**src/hw/rtl/wrps_pkg.sv**
```systemverilog
package wrps_pkg;

	localparam int DEF_MAX_PEERS   = 64;
	localparam int DEF_WEIGHT_BITS = 16;

	// Fixed field widths of the streaming and configuration ports.
	localparam int PEER_IDX_BITS   = 6;
	localparam int IN_WEIGHT_BITS  = 16;
	localparam int FRAC_BITS       = 16;
	localparam int PEER_COUNT_BITS = 7;
	localparam int CFG_INDEX_BITS  = 1;
	localparam int CFG_DATA_BITS   = 7;
	localparam int S_TDATA_BITS    = 40;
	localparam int M_TDATA_BITS    = 8;
	localparam int STATUS_BITS     = 2;

	// One weight unit with 8 fraction bits.
	localparam int ONE_UNIT = 256;

	typedef enum logic {
		OP_UPDATE = 1'b0,
		OP_SELECT = 1'b1
	} opcode_t;

	typedef enum logic [STATUS_BITS-1:0] {
		STATUS_OK         = 2'd0,
		STATUS_OWN_RANK   = 2'd1,
		STATUS_ZERO_TOTAL = 2'd2
	} status_t;

	typedef enum logic [CFG_INDEX_BITS-1:0] {
		REG_PEER_COUNT = 1'b0,
		REG_OWN_RANK   = 1'b1
	} reg_index_t;

	typedef enum logic [2:0] {
		ST_IDLE,
		ST_SUM,
		ST_MUL,
		ST_SEARCH,
		ST_DONE
	} scan_state_t;

	typedef struct packed {
		logic [PEER_COUNT_BITS-1:0] peer_count;
		logic [PEER_IDX_BITS-1:0]   own_rank;
		logic                       own_rank_wr;
		logic                       any_wr;
	} cfg_state_t;

endpackage

```
**src/hw/rtl/wrps_weight_store.sv**
```systemverilog
module wrps_weight_store #(
	parameter int MAX_PEERS   = wrps_pkg::DEF_MAX_PEERS,
	parameter int WEIGHT_BITS = wrps_pkg::DEF_WEIGHT_BITS,
	localparam int IDX_W      = $clog2(MAX_PEERS),
	localparam int CNT_W      = $clog2(MAX_PEERS + 1)
) (
	input  logic                   clk,
	input  logic                   arst_n,
	input  logic                   wr_en,
	input  logic [IDX_W-1:0]       wr_addr,
	input  logic [WEIGHT_BITS-1:0] wr_data,
	input  logic                   rd_en,
	input  logic [IDX_W-1:0]       rd_addr,
	output logic [WEIGHT_BITS-1:0] rd_data,
	output logic                   init_done
);

	// One unit, saturated when the weight is too narrow to hold it.
	localparam logic [WEIGHT_BITS-1:0] RESET_WEIGHT = (WEIGHT_BITS > 8) ?
		WEIGHT_BITS'(wrps_pkg::ONE_UNIT) : {WEIGHT_BITS{1'b1}};

	logic [WEIGHT_BITS-1:0] mem [MAX_PEERS];
	logic [WEIGHT_BITS-1:0] rd_data_q;
	logic [CNT_W-1:0]       clr_cnt_q;
	logic                   init_done_q;
	logic                   mem_we;
	logic [IDX_W-1:0]       mem_addr;
	logic [WEIGHT_BITS-1:0] mem_wdata;

	// After reset the store is swept once so that every entry holds one unit.
	always_ff @(posedge clk or negedge arst_n) begin
		if (!arst_n) begin
			clr_cnt_q   <= '0;
			init_done_q <= 1'b0;
		end else if (!init_done_q) begin
			if (clr_cnt_q == CNT_W'(MAX_PEERS - 1)) begin
				init_done_q <= 1'b1;
			end
			clr_cnt_q <= clr_cnt_q + 1'b1;
		end
	end

	always_comb begin
		mem_we    = !init_done_q || wr_en;
		mem_addr  = init_done_q ? wr_addr : clr_cnt_q[IDX_W-1:0];
		mem_wdata = init_done_q ? wr_data : RESET_WEIGHT;
	end

	always_ff @(posedge clk) begin
		if (mem_we) begin
			mem[mem_addr] <= mem_wdata;
		end
		if (rd_en) begin
			rd_data_q <= mem[rd_addr];
		end
	end

	assign rd_data   = rd_data_q;
	assign init_done = init_done_q;

endmodule

```
**src/hw/rtl/wrps_scan_core.sv**
```systemverilog
module wrps_scan_core #(
	parameter int MAX_PEERS   = wrps_pkg::DEF_MAX_PEERS,
	parameter int WEIGHT_BITS = wrps_pkg::DEF_WEIGHT_BITS,
	localparam int IDX_W      = $clog2(MAX_PEERS),
	localparam int CNT_W      = $clog2(MAX_PEERS + 1)
) (
	input  logic                                  clk,
	input  logic                                  arst_n,
	input  wrps_pkg::cfg_state_t                  cfg,
	input  logic                                  init_done,
	input  logic                                  in_valid,
	output logic                                  in_ready,
	input  logic                                  in_opcode,
	input  logic [wrps_pkg::PEER_IDX_BITS-1:0]    in_peer_index,
	input  logic [wrps_pkg::IN_WEIGHT_BITS-1:0]   in_weight,
	input  logic [wrps_pkg::FRAC_BITS-1:0]        in_fraction,
	output logic                                  res_valid,
	input  logic                                  res_ready,
	output logic [wrps_pkg::PEER_IDX_BITS-1:0]    res_chosen,
	output wrps_pkg::status_t                     res_status,
	output logic                                  wr_en,
	output logic [IDX_W-1:0]                      wr_addr,
	output logic [WEIGHT_BITS-1:0]                wr_data,
	output logic                                  rd_en,
	output logic [IDX_W-1:0]                      rd_addr,
	input  logic [WEIGHT_BITS-1:0]                rd_data
);

	localparam int TOT_W  = WEIGHT_BITS + IDX_W;
	localparam int PROD_W = TOT_W + wrps_pkg::FRAC_BITS;
	localparam int XW     = (IDX_W > wrps_pkg::PEER_IDX_BITS) ? IDX_W : wrps_pkg::PEER_IDX_BITS;
	localparam int WX     = (WEIGHT_BITS > wrps_pkg::IN_WEIGHT_BITS) ?
		WEIGHT_BITS : wrps_pkg::IN_WEIGHT_BITS;
	localparam int PC_W   = (CNT_W > wrps_pkg::PEER_COUNT_BITS) ? CNT_W : wrps_pkg::PEER_COUNT_BITS;

	wrps_pkg::scan_state_t state_q, state_d;

	logic                           own_written_q;
	logic                           total_valid_q;
	logic [TOT_W-1:0]               total_q;
	logic [TOT_W-1:0]               acc_q;
	logic [PROD_W-1:0]              prod_q;
	logic [wrps_pkg::FRAC_BITS-1:0] frac_q;
	logic [CNT_W-1:0]               issue_q;
	logic                           rd_vld_s1;
	logic [IDX_W-1:0]               rd_idx_s1;
	logic [wrps_pkg::PEER_IDX_BITS-1:0] chosen_q;
	wrps_pkg::status_t              status_q;

	logic [PC_W-1:0]        pc_x;
	logic [CNT_W-1:0]       n_use;
	logic [XW-1:0]          own_x;
	logic [XW-1:0]          pick_x;
	logic [XW-1:0]          idx_x;
	logic [WX-1:0]          w_x;
	logic [WEIGHT_BITS-1:0] w_sat;
	logic [WEIGHT_BITS-1:0] eff_weight;
	logic [TOT_W-1:0]       acc_next;
	logic [PROD_W-1:0]      acc_scaled;
	logic                   last;
	logic                   hit;
	logic                   in_fire;
	logic                   upd_fire;
	logic                   upd_in_range;

	// Peer count of zero counts as one, anything above the storage as the storage.
	always_comb begin
		pc_x = PC_W'(cfg.peer_count);
		if (pc_x == '0) begin
			n_use = CNT_W'(1);
		end else if (pc_x > PC_W'(MAX_PEERS)) begin
			n_use = CNT_W'(MAX_PEERS);
		end else begin
			n_use = pc_x[CNT_W-1:0];
		end
	end

	always_comb begin
		own_x        = XW'(cfg.own_rank);
		pick_x       = XW'(rd_idx_s1);
		idx_x        = XW'(in_peer_index);
		w_x          = WX'(in_weight);
		w_sat        = (w_x > WX'({WEIGHT_BITS{1'b1}})) ? {WEIGHT_BITS{1'b1}} :
			w_x[WEIGHT_BITS-1:0];
		upd_in_range = 32'(in_peer_index) < MAX_PEERS;
		// The own entry reads as zero until software gives it a weight.
		eff_weight   = (pick_x == own_x && !own_written_q) ? '0 : rd_data;
		acc_next     = acc_q + TOT_W'(eff_weight);
		acc_scaled   = {acc_next, {wrps_pkg::FRAC_BITS{1'b0}}};
		last         = CNT_W'(rd_idx_s1) == n_use - 1'b1;
		hit          = acc_scaled > prod_q;
	end

	always_comb begin
		state_d   = state_q;
		in_ready  = (state_q == wrps_pkg::ST_IDLE) && init_done;
		res_valid = (state_q == wrps_pkg::ST_DONE);
		rd_en     = 1'b0;
		case (state_q)
			wrps_pkg::ST_IDLE: begin
				if (in_valid && in_ready) begin
					if (in_opcode == wrps_pkg::OP_UPDATE) begin
						state_d = wrps_pkg::ST_DONE;
					end else if (total_valid_q) begin
						state_d = wrps_pkg::ST_MUL;
					end else begin
						state_d = wrps_pkg::ST_SUM;
					end
				end
			end
			wrps_pkg::ST_SUM: begin
				rd_en = issue_q < n_use;
				if (rd_vld_s1 && last) begin
					state_d = wrps_pkg::ST_MUL;
				end
			end
			wrps_pkg::ST_MUL: begin
				state_d = (total_q == '0) ? wrps_pkg::ST_DONE : wrps_pkg::ST_SEARCH;
			end
			wrps_pkg::ST_SEARCH: begin
				rd_en = issue_q < n_use;
				if (rd_vld_s1 && (hit || last)) begin
					state_d = wrps_pkg::ST_DONE;
				end
			end
			wrps_pkg::ST_DONE: begin
				if (res_ready) begin
					state_d = wrps_pkg::ST_IDLE;
				end
			end
			default: begin
				state_d = wrps_pkg::ST_IDLE;
			end
		endcase
	end

	assign in_fire  = in_valid && in_ready;
	assign upd_fire = in_fire && (in_opcode == wrps_pkg::OP_UPDATE);
	assign rd_addr  = issue_q[IDX_W-1:0];
	assign wr_en    = upd_fire && upd_in_range;
	assign wr_addr  = idx_x[IDX_W-1:0];
	assign wr_data  = w_sat;

	always_ff @(posedge clk or negedge arst_n) begin
		if (!arst_n) begin
			state_q       <= wrps_pkg::ST_IDLE;
			own_written_q <= 1'b0;
			total_valid_q <= 1'b0;
			rd_vld_s1     <= 1'b0;
		end else begin
			state_q   <= state_d;
			rd_vld_s1 <= rd_en;
			if (cfg.own_rank_wr) begin
				own_written_q <= 1'b0;
			end else if (wr_en && in_peer_index == cfg.own_rank) begin
				own_written_q <= 1'b1;
			end
			// Any change of weights or group makes the cached total stale.
			if (cfg.any_wr || wr_en) begin
				total_valid_q <= 1'b0;
			end else if (state_q == wrps_pkg::ST_SUM && rd_vld_s1 && last) begin
				total_valid_q <= 1'b1;
			end
		end
	end

	always_ff @(posedge clk) begin
		rd_idx_s1 <= rd_addr;
		if (rd_en) begin
			issue_q <= issue_q + 1'b1;
		end
		case (state_q)
			wrps_pkg::ST_IDLE: begin
				if (in_fire) begin
					frac_q   <= in_fraction;
					issue_q  <= '0;
					acc_q    <= '0;
					chosen_q <= '0;
					status_q <= wrps_pkg::STATUS_OK;
				end
			end
			wrps_pkg::ST_SUM: begin
				if (rd_vld_s1) begin
					acc_q <= acc_next;
					if (last) begin
						total_q <= acc_next;
					end
				end
			end
			wrps_pkg::ST_MUL: begin
				issue_q <= '0;
				acc_q   <= '0;
				prod_q  <= PROD_W'(frac_q) * PROD_W'(total_q);
				if (total_q == '0) begin
					status_q <= wrps_pkg::STATUS_ZERO_TOTAL;
				end
			end
			wrps_pkg::ST_SEARCH: begin
				if (rd_vld_s1) begin
					acc_q <= acc_next;
					if (hit || last) begin
						if (pick_x == own_x) begin
							status_q <= wrps_pkg::STATUS_OWN_RANK;
						end else begin
							chosen_q <= pick_x[wrps_pkg::PEER_IDX_BITS-1:0];
						end
					end
				end
			end
			default: begin
			end
		endcase
	end

	assign res_chosen = chosen_q;
	assign res_status = status_q;

endmodule

```
**src/hw/rtl/weighted_random_peer_select.sv**
```systemverilog
// Channel   Direction  Handshake              Payload
// s_        in         s_tvalid / s_tready    s_tdata: peer_index, weight, random_fraction
//                                             s_tuser: opcode
// m_        out        m_tvalid / m_tready    m_tdata: chosen_peer; m_tuser: status
// cfg_      in         cfg_valid / cfg_ready  cfg_index, cfg_data
//
// A select reads one weight a cycle from the weight memory. When the total must first
// be summed again after an update or a register write, it reads the n peers in use
// once more before the search.
// After reset a clearing pass loads every weight; s_tready stays low until it ends,
// while register writes are taken at once.
// A finished result sits in the output register, so the next transaction is accepted
// while m_tready is low.
module weighted_random_peer_select #(
	parameter int MAX_PEERS   = wrps_pkg::DEF_MAX_PEERS,
	parameter int WEIGHT_BITS = wrps_pkg::DEF_WEIGHT_BITS
) (
	input  logic                                clk,
	input  logic                                arst_n,
	input  logic                                s_tvalid,
	output logic                                s_tready,
	// [5:0] peer_index, [21:6] weight, [37:22] random_fraction, [39:38] zero
	input  logic [wrps_pkg::S_TDATA_BITS-1:0]   s_tdata,
	// [0] opcode
	input  logic [0:0]                          s_tuser,
	output logic                                m_tvalid,
	input  logic                                m_tready,
	// [5:0] chosen_peer, [7:6] zero
	output logic [wrps_pkg::M_TDATA_BITS-1:0]   m_tdata,
	// [1:0] status
	output logic [wrps_pkg::STATUS_BITS-1:0]    m_tuser,
	input  logic                                cfg_valid,
	output logic                                cfg_ready,
	input  logic [wrps_pkg::CFG_INDEX_BITS-1:0] cfg_index,
	input  logic [wrps_pkg::CFG_DATA_BITS-1:0]  cfg_data
);

	localparam int IDX_W = $clog2(MAX_PEERS);

	logic [wrps_pkg::PEER_COUNT_BITS-1:0] peer_count_q;
	logic [wrps_pkg::PEER_IDX_BITS-1:0]   own_rank_q;
	logic                                 cfg_fire;
	wrps_pkg::cfg_state_t                 cfg;

	logic                                 init_done;
	logic                                 res_valid;
	logic                                 res_ready;
	logic [wrps_pkg::PEER_IDX_BITS-1:0]   res_chosen;
	wrps_pkg::status_t                    res_status;
	logic                                 wr_en;
	logic [IDX_W-1:0]                     wr_addr;
	logic [WEIGHT_BITS-1:0]               wr_data;
	logic                                 rd_en;
	logic [IDX_W-1:0]                     rd_addr;
	logic [WEIGHT_BITS-1:0]               rd_data;

	logic                                 m_tvalid_q;
	logic [wrps_pkg::PEER_IDX_BITS-1:0]   m_chosen_q;
	logic [wrps_pkg::STATUS_BITS-1:0]     m_status_q;

	assign cfg_ready = 1'b1;
	assign cfg_fire  = cfg_valid && cfg_ready;

	always_ff @(posedge clk or negedge arst_n) begin
		if (!arst_n) begin
			peer_count_q <= wrps_pkg::PEER_COUNT_BITS'(64);
			own_rank_q   <= '0;
		end else if (cfg_fire) begin
			case (cfg_index)
				wrps_pkg::REG_PEER_COUNT: peer_count_q <= cfg_data;
				wrps_pkg::REG_OWN_RANK:   own_rank_q <= cfg_data[wrps_pkg::PEER_IDX_BITS-1:0];
				default: begin
				end
			endcase
		end
	end

	always_comb begin
		cfg.peer_count  = peer_count_q;
		cfg.own_rank    = own_rank_q;
		cfg.own_rank_wr = cfg_fire && (cfg_index == wrps_pkg::REG_OWN_RANK);
		cfg.any_wr      = cfg_fire;
	end

	wrps_weight_store #(
		.MAX_PEERS  (MAX_PEERS),
		.WEIGHT_BITS(WEIGHT_BITS)
	) u_store (
		.clk      (clk),
		.arst_n   (arst_n),
		.wr_en    (wr_en),
		.wr_addr  (wr_addr),
		.wr_data  (wr_data),
		.rd_en    (rd_en),
		.rd_addr  (rd_addr),
		.rd_data  (rd_data),
		.init_done(init_done)
	);

	wrps_scan_core #(
		.MAX_PEERS  (MAX_PEERS),
		.WEIGHT_BITS(WEIGHT_BITS)
	) u_core (
		.clk          (clk),
		.arst_n       (arst_n),
		.cfg          (cfg),
		.init_done    (init_done),
		.in_valid     (s_tvalid),
		.in_ready     (s_tready),
		.in_opcode    (s_tuser[0]),
		.in_peer_index(s_tdata[5:0]),
		.in_weight    (s_tdata[21:6]),
		.in_fraction  (s_tdata[37:22]),
		.res_valid    (res_valid),
		.res_ready    (res_ready),
		.res_chosen   (res_chosen),
		.res_status   (res_status),
		.wr_en        (wr_en),
		.wr_addr      (wr_addr),
		.wr_data      (wr_data),
		.rd_en        (rd_en),
		.rd_addr      (rd_addr),
		.rd_data      (rd_data)
	);

	assign res_ready = !m_tvalid_q || m_tready;

	always_ff @(posedge clk or negedge arst_n) begin
		if (!arst_n) begin
			m_tvalid_q <= 1'b0;
		end else if (res_valid && res_ready) begin
			m_tvalid_q <= 1'b1;
		end else if (m_tready) begin
			m_tvalid_q <= 1'b0;
		end
	end

	always_ff @(posedge clk) begin
		if (res_valid && res_ready) begin
			m_chosen_q <= res_chosen;
			m_status_q <= res_status;
		end
	end

	assign m_tvalid = m_tvalid_q;
	assign m_tdata  = {2'b00, m_chosen_q};
	assign m_tuser  = m_status_q;

endmodule

```
**config.mk**
```make
export PLATFORM = sky130hd
export DESIGN_NAME = weighted_random_peer_select
export DESIGN_NICKNAME = d
export VERILOG_FILES = /design/src/hw/rtl/wrps_pkg.sv /design/src/hw/rtl/wrps_weight_store.sv /design/src/hw/rtl/wrps_scan_core.sv /design/src/hw/rtl/weighted_random_peer_select.sv
export SDC_FILE = /design/constraint.sdc
export NUM_CORES = 2
export LEC_CHECK = 0
export ABC_AREA = 1
export BUFFER_PORTS_ARGS = -buffer_cell sky130_fd_sc_hd__buf_2
export CAP_MARGIN = 0
export CORE_ASPECT_RATIO = 2
export CORE_UTILIZATION = 59
export CTS_CLUSTER_DIAMETER = 80
export CTS_CLUSTER_SIZE = 28
export DETAILED_ROUTE_END_ITERATION = 8
export PLACE_DENSITY = 0.75
export SLEW_MARGIN = 20
export SYNTH_ARGS = -nofsm -noshare
export SYNTH_HDL_FRONTEND = slang
export SYNTH_SLANG_ARGS = --single-unit
```
**constraint.sdc**
```tcl
create_clock -name clk -period 6.78 [get_ports clk]
set_input_delay 1.356 -clock clk [delete_from_list [all_inputs] [get_ports clk]]
set_output_delay 1.356 -clock clk [all_outputs]
set_load 0.01 [all_outputs]
```
==> results.yml <==
status:
  status: "complete, no violations"
sta:
  finalClockSkew_ns: 0.03420
  setup_tns_ns: 0
  setup_viol: 0
  post-route-min-period_ns: 6.666
  fmax_ghz: 0.1500
  drv_slew: 0
  finalCritPeriodShare_pct: 98.32
  max_slew.worst_pin.slew_ns: 1.091
  slew_headroom_pct: 27.01
  hold_viol_final: 0
cts:
  cts-htree-levels: 2
  cts_tree: "done"
  cts-buffers-inserted: 50
  ctsHoldBuffers: 0
  clk_pin_slew_ns: 0.12
  root_buffer: "clkbuf_16"
  clk-insertion-delay-late_ns: 0.68
  clock-sinks: 1195
  clock_path_buffers: 3
critical_path:
  critPathMostFrequentCell: "fa_1"
  rrSetupSlack_ns: 0.11
  slowest_delay_ns: 0.66
  r2r_start: "u_core.frac_q[10]"
  endpoint_kind: "register"
  slowest_stage: "edfxtp_1"
  r2r-end: "u_core.prod_q[31]"
  worst-path-buf-inv: 6
  cp.arrival_ns: 7.10
  worstRegToRegCells: 21
  critPathKind: "register to register"
  cp.required_ns: 7.21
  cp.depth: 21
  crit_chain: "buf_4, nand2_1, inv_1, fa_1, inv_1, fa_1, inv_1, fa_1, fa_1, inv_1, fa_1, fa_1, inv_1, ha_1, a21oi_1, o21ai_0, a21oi_1, nand3_1, nand2_1, nand2_1, xor2_1"
  path_max_fanout: 12
  critPathLaunchType: "register"
  cpLargestDelayFamily: "adder cells"
synthesis:
  synth_sequential_area_ratio_pct: 58.90
  synthArstFlopShare_pct: 2.343
  synth_cell_types: 55
  avgSynthCellArea_um2: 11.26
  synth_area_um2: 60460
  synth_area_leaders: "edfxtp_1 (57%), fa_1 (9.2%), o21ai_0 (4.8%)"
  yosysMostFrequentCell: "edfxtp_1"
  yosys.area.top_type: "edfxtp_1"
  synth_edf_count: 1154
  ys_top_cells_by_count: "edfxtp_1 (1,154), nor2_1 (735), inv_1 (672), nand2_1 (672), o21ai_0 (582)"
  yosysWarnings: 0
  synth-seq-cells: 1195
  yosys.area.top_type_share_pct: 57.31
  ys.flop_type: "edfxtp_1"
  syn_inst: 5369
placement:
  place_inst: 6590
  place.gp.congestion: 0.9924
  place_hpwl_um: 109300
  portBuffers: 61
global_routing:
  grt_overflow: 0
  use_met3_pct: 3.550
  grt-busiest-layer: "met2"
  antenna_found_initial: 6
  met1_usage_pct: 30.62
  grt_first_pass_wirelength_um: 241600
  grt_max_degree: 199
  grt_usage_pct: 31.27
  met2_usage_pct: 58.11
  grt_pass1_vias: 42200
die:
  die_x_um: 228.4
  num_io_pins: 67
  row_count: 165
  core_um2: 101400
  fp.dieArea_um2: 103800
  die-height_um: 454.7
  initial_core_util_pct: 59.65
drt:
  viasPerCell: 6.105
  route.detailed.drc: 0
  ant_nets: 0
  num_vias: 40730
  drt-wirelength-per-cell_um: 24.17
  totalWireLength_um: 161300
  drt_iter0_drc: 3965
  drtPass1Iterations: 6
cells_and_area:
  fin_nets: 5806
  multiInputGateArea_um2: 20990
  instances_no_fill: 6672
  syn2layout_area_growth_pct: 5.351
  drive_above_1_share_pct: 6.229
  regArea_um2: 35630
  fillers: 7743
power_and_ir_drop:
  leakage_nw: 22.39
  ir_drop_mv: 0.3368
  powerDensity_nw_per_um2: 254.1
min_path:
  holdCritPathClass: "register to register"
  hold_depth: 0
  min_from: "u_core.issue_q[4]"
  holdPathEnd: "u_core.pick_x[4]"
run:
  drv_cap: 0
## sequential cells by signal (all words and copies together), names as in the netlist, 6 cells and up
signal,cells
u_core.total_q,22
u_store.rd_data,16
u_core.frac_q,16
u_store.mem,1024
m_chosen_q,6
u_core.acc_q,22
peer_count_q,7
u_core.prod_q,38
own_rank_q,6
u_core.res_chosen,6
u_store.clr_cnt_q,7
u_core.issue_q,7
u_core.pick_x,6
## metrics by stage
stage	power, mW	worst slack, ns	hold WS, ns	instance area [um2]	utilization, %
after CTS	16.13	0.1228	0.4056	63590	62.74
final	16.18	0.1137	0.4009	63700	62.84
after global routing	16.80	-0.0003029	0.4077	63700	62.84
after floorplan	11.22	1.119	0.3519	60470	-
after detailed placement	12.71	-0.02552	0.3938	62210	61.37
after global placement	12.58	-0.02581	0.3840	62210	61.37
## worst register-to-register path: cells and delay by family (launching register included)
kind / cells / cell delay, ns
buf+inv: 6 / 0.58
flops: 1 / 0.66
fa+ha+maj: 7 / 3.36
xor+xnor: 1 / 0.15
compound gates: 3 / 1.00
simple gates: 4 / 0.69
## report_power, final
group | internal (mW) | switching, mW
registers | 8.18 | 0.147
logic | 1.09 | 3.19
clock network | 1.38 | 2.20
## cells in the final DEF (no fill, tap or decap), types with 77 or more instances in the layout
master	instances
nand2_1	672
o22ai_1	79
buf_4	134
a21oi_1	77
nand3_1	156
nor2_1	733
o21ai_0	582
edfxtp_1	1154
fa_1	279
ha_1	157
o221ai_1	179
inv_1	656
## metal layers
metal	part of all wire, %	vias to the layer above
li1	-	18180
met1	31	20230
met2	54	1739
met3	5.4	590
met4	9.7	0
met5	0	-
## kinds of logic (layout without fill, tap and decap cells)
group | Yosys count | count (layout) | synth area share [%]
xor+xnor | 71 | 71 | 1.028
compound gates | 1027 | 1027 | 10.21
simple gates | 1642 | 1642 | 10.90
other cells | 2 | 9 | 0.01242
fa+ha+maj | 436 | 436 | 12.49
flops | 1195 | 1195 | 58.90
buf+inv | 996 | 956 | 6.458
## cell type report
type                       instances  area share, %
sequential                      1195          55.93
multi-input combinational       3179          32.95
inverter                         690          4.097
tap                             1336          2.624
timing repair buffer             200          2.216
clock buffer                      59          2.017
clock inverter                     7         0.1414
antenna                            6        0.02357
## repair_timing
action,4_1_cts,5_1_grt
gates resized for setup,1,0
setup buffers,0,9
endpoints found under the setup margin,1,2
## worst max-delay path by stage
stage / start / to / slack (ns)
floorplan: u_core.total_q[20] / u_core.prod_q[34] / 1.12
global placement: u_core.frac_q[8] / u_core.prod_q[31] / -0.03
detailed placement: u_core.frac_q[8] / u_core.prod_q[31] / -0.03
CTS: u_core.frac_q[1] / u_core.prod_q[31] / 0.12
global route: u_core.frac_q[5] / u_core.prod_q[36] / -0.0003
finish: u_core.frac_q[10] / u_core.prod_q[31] / 0.11
No activity file was read; power rests on OpenSTA's default activity.
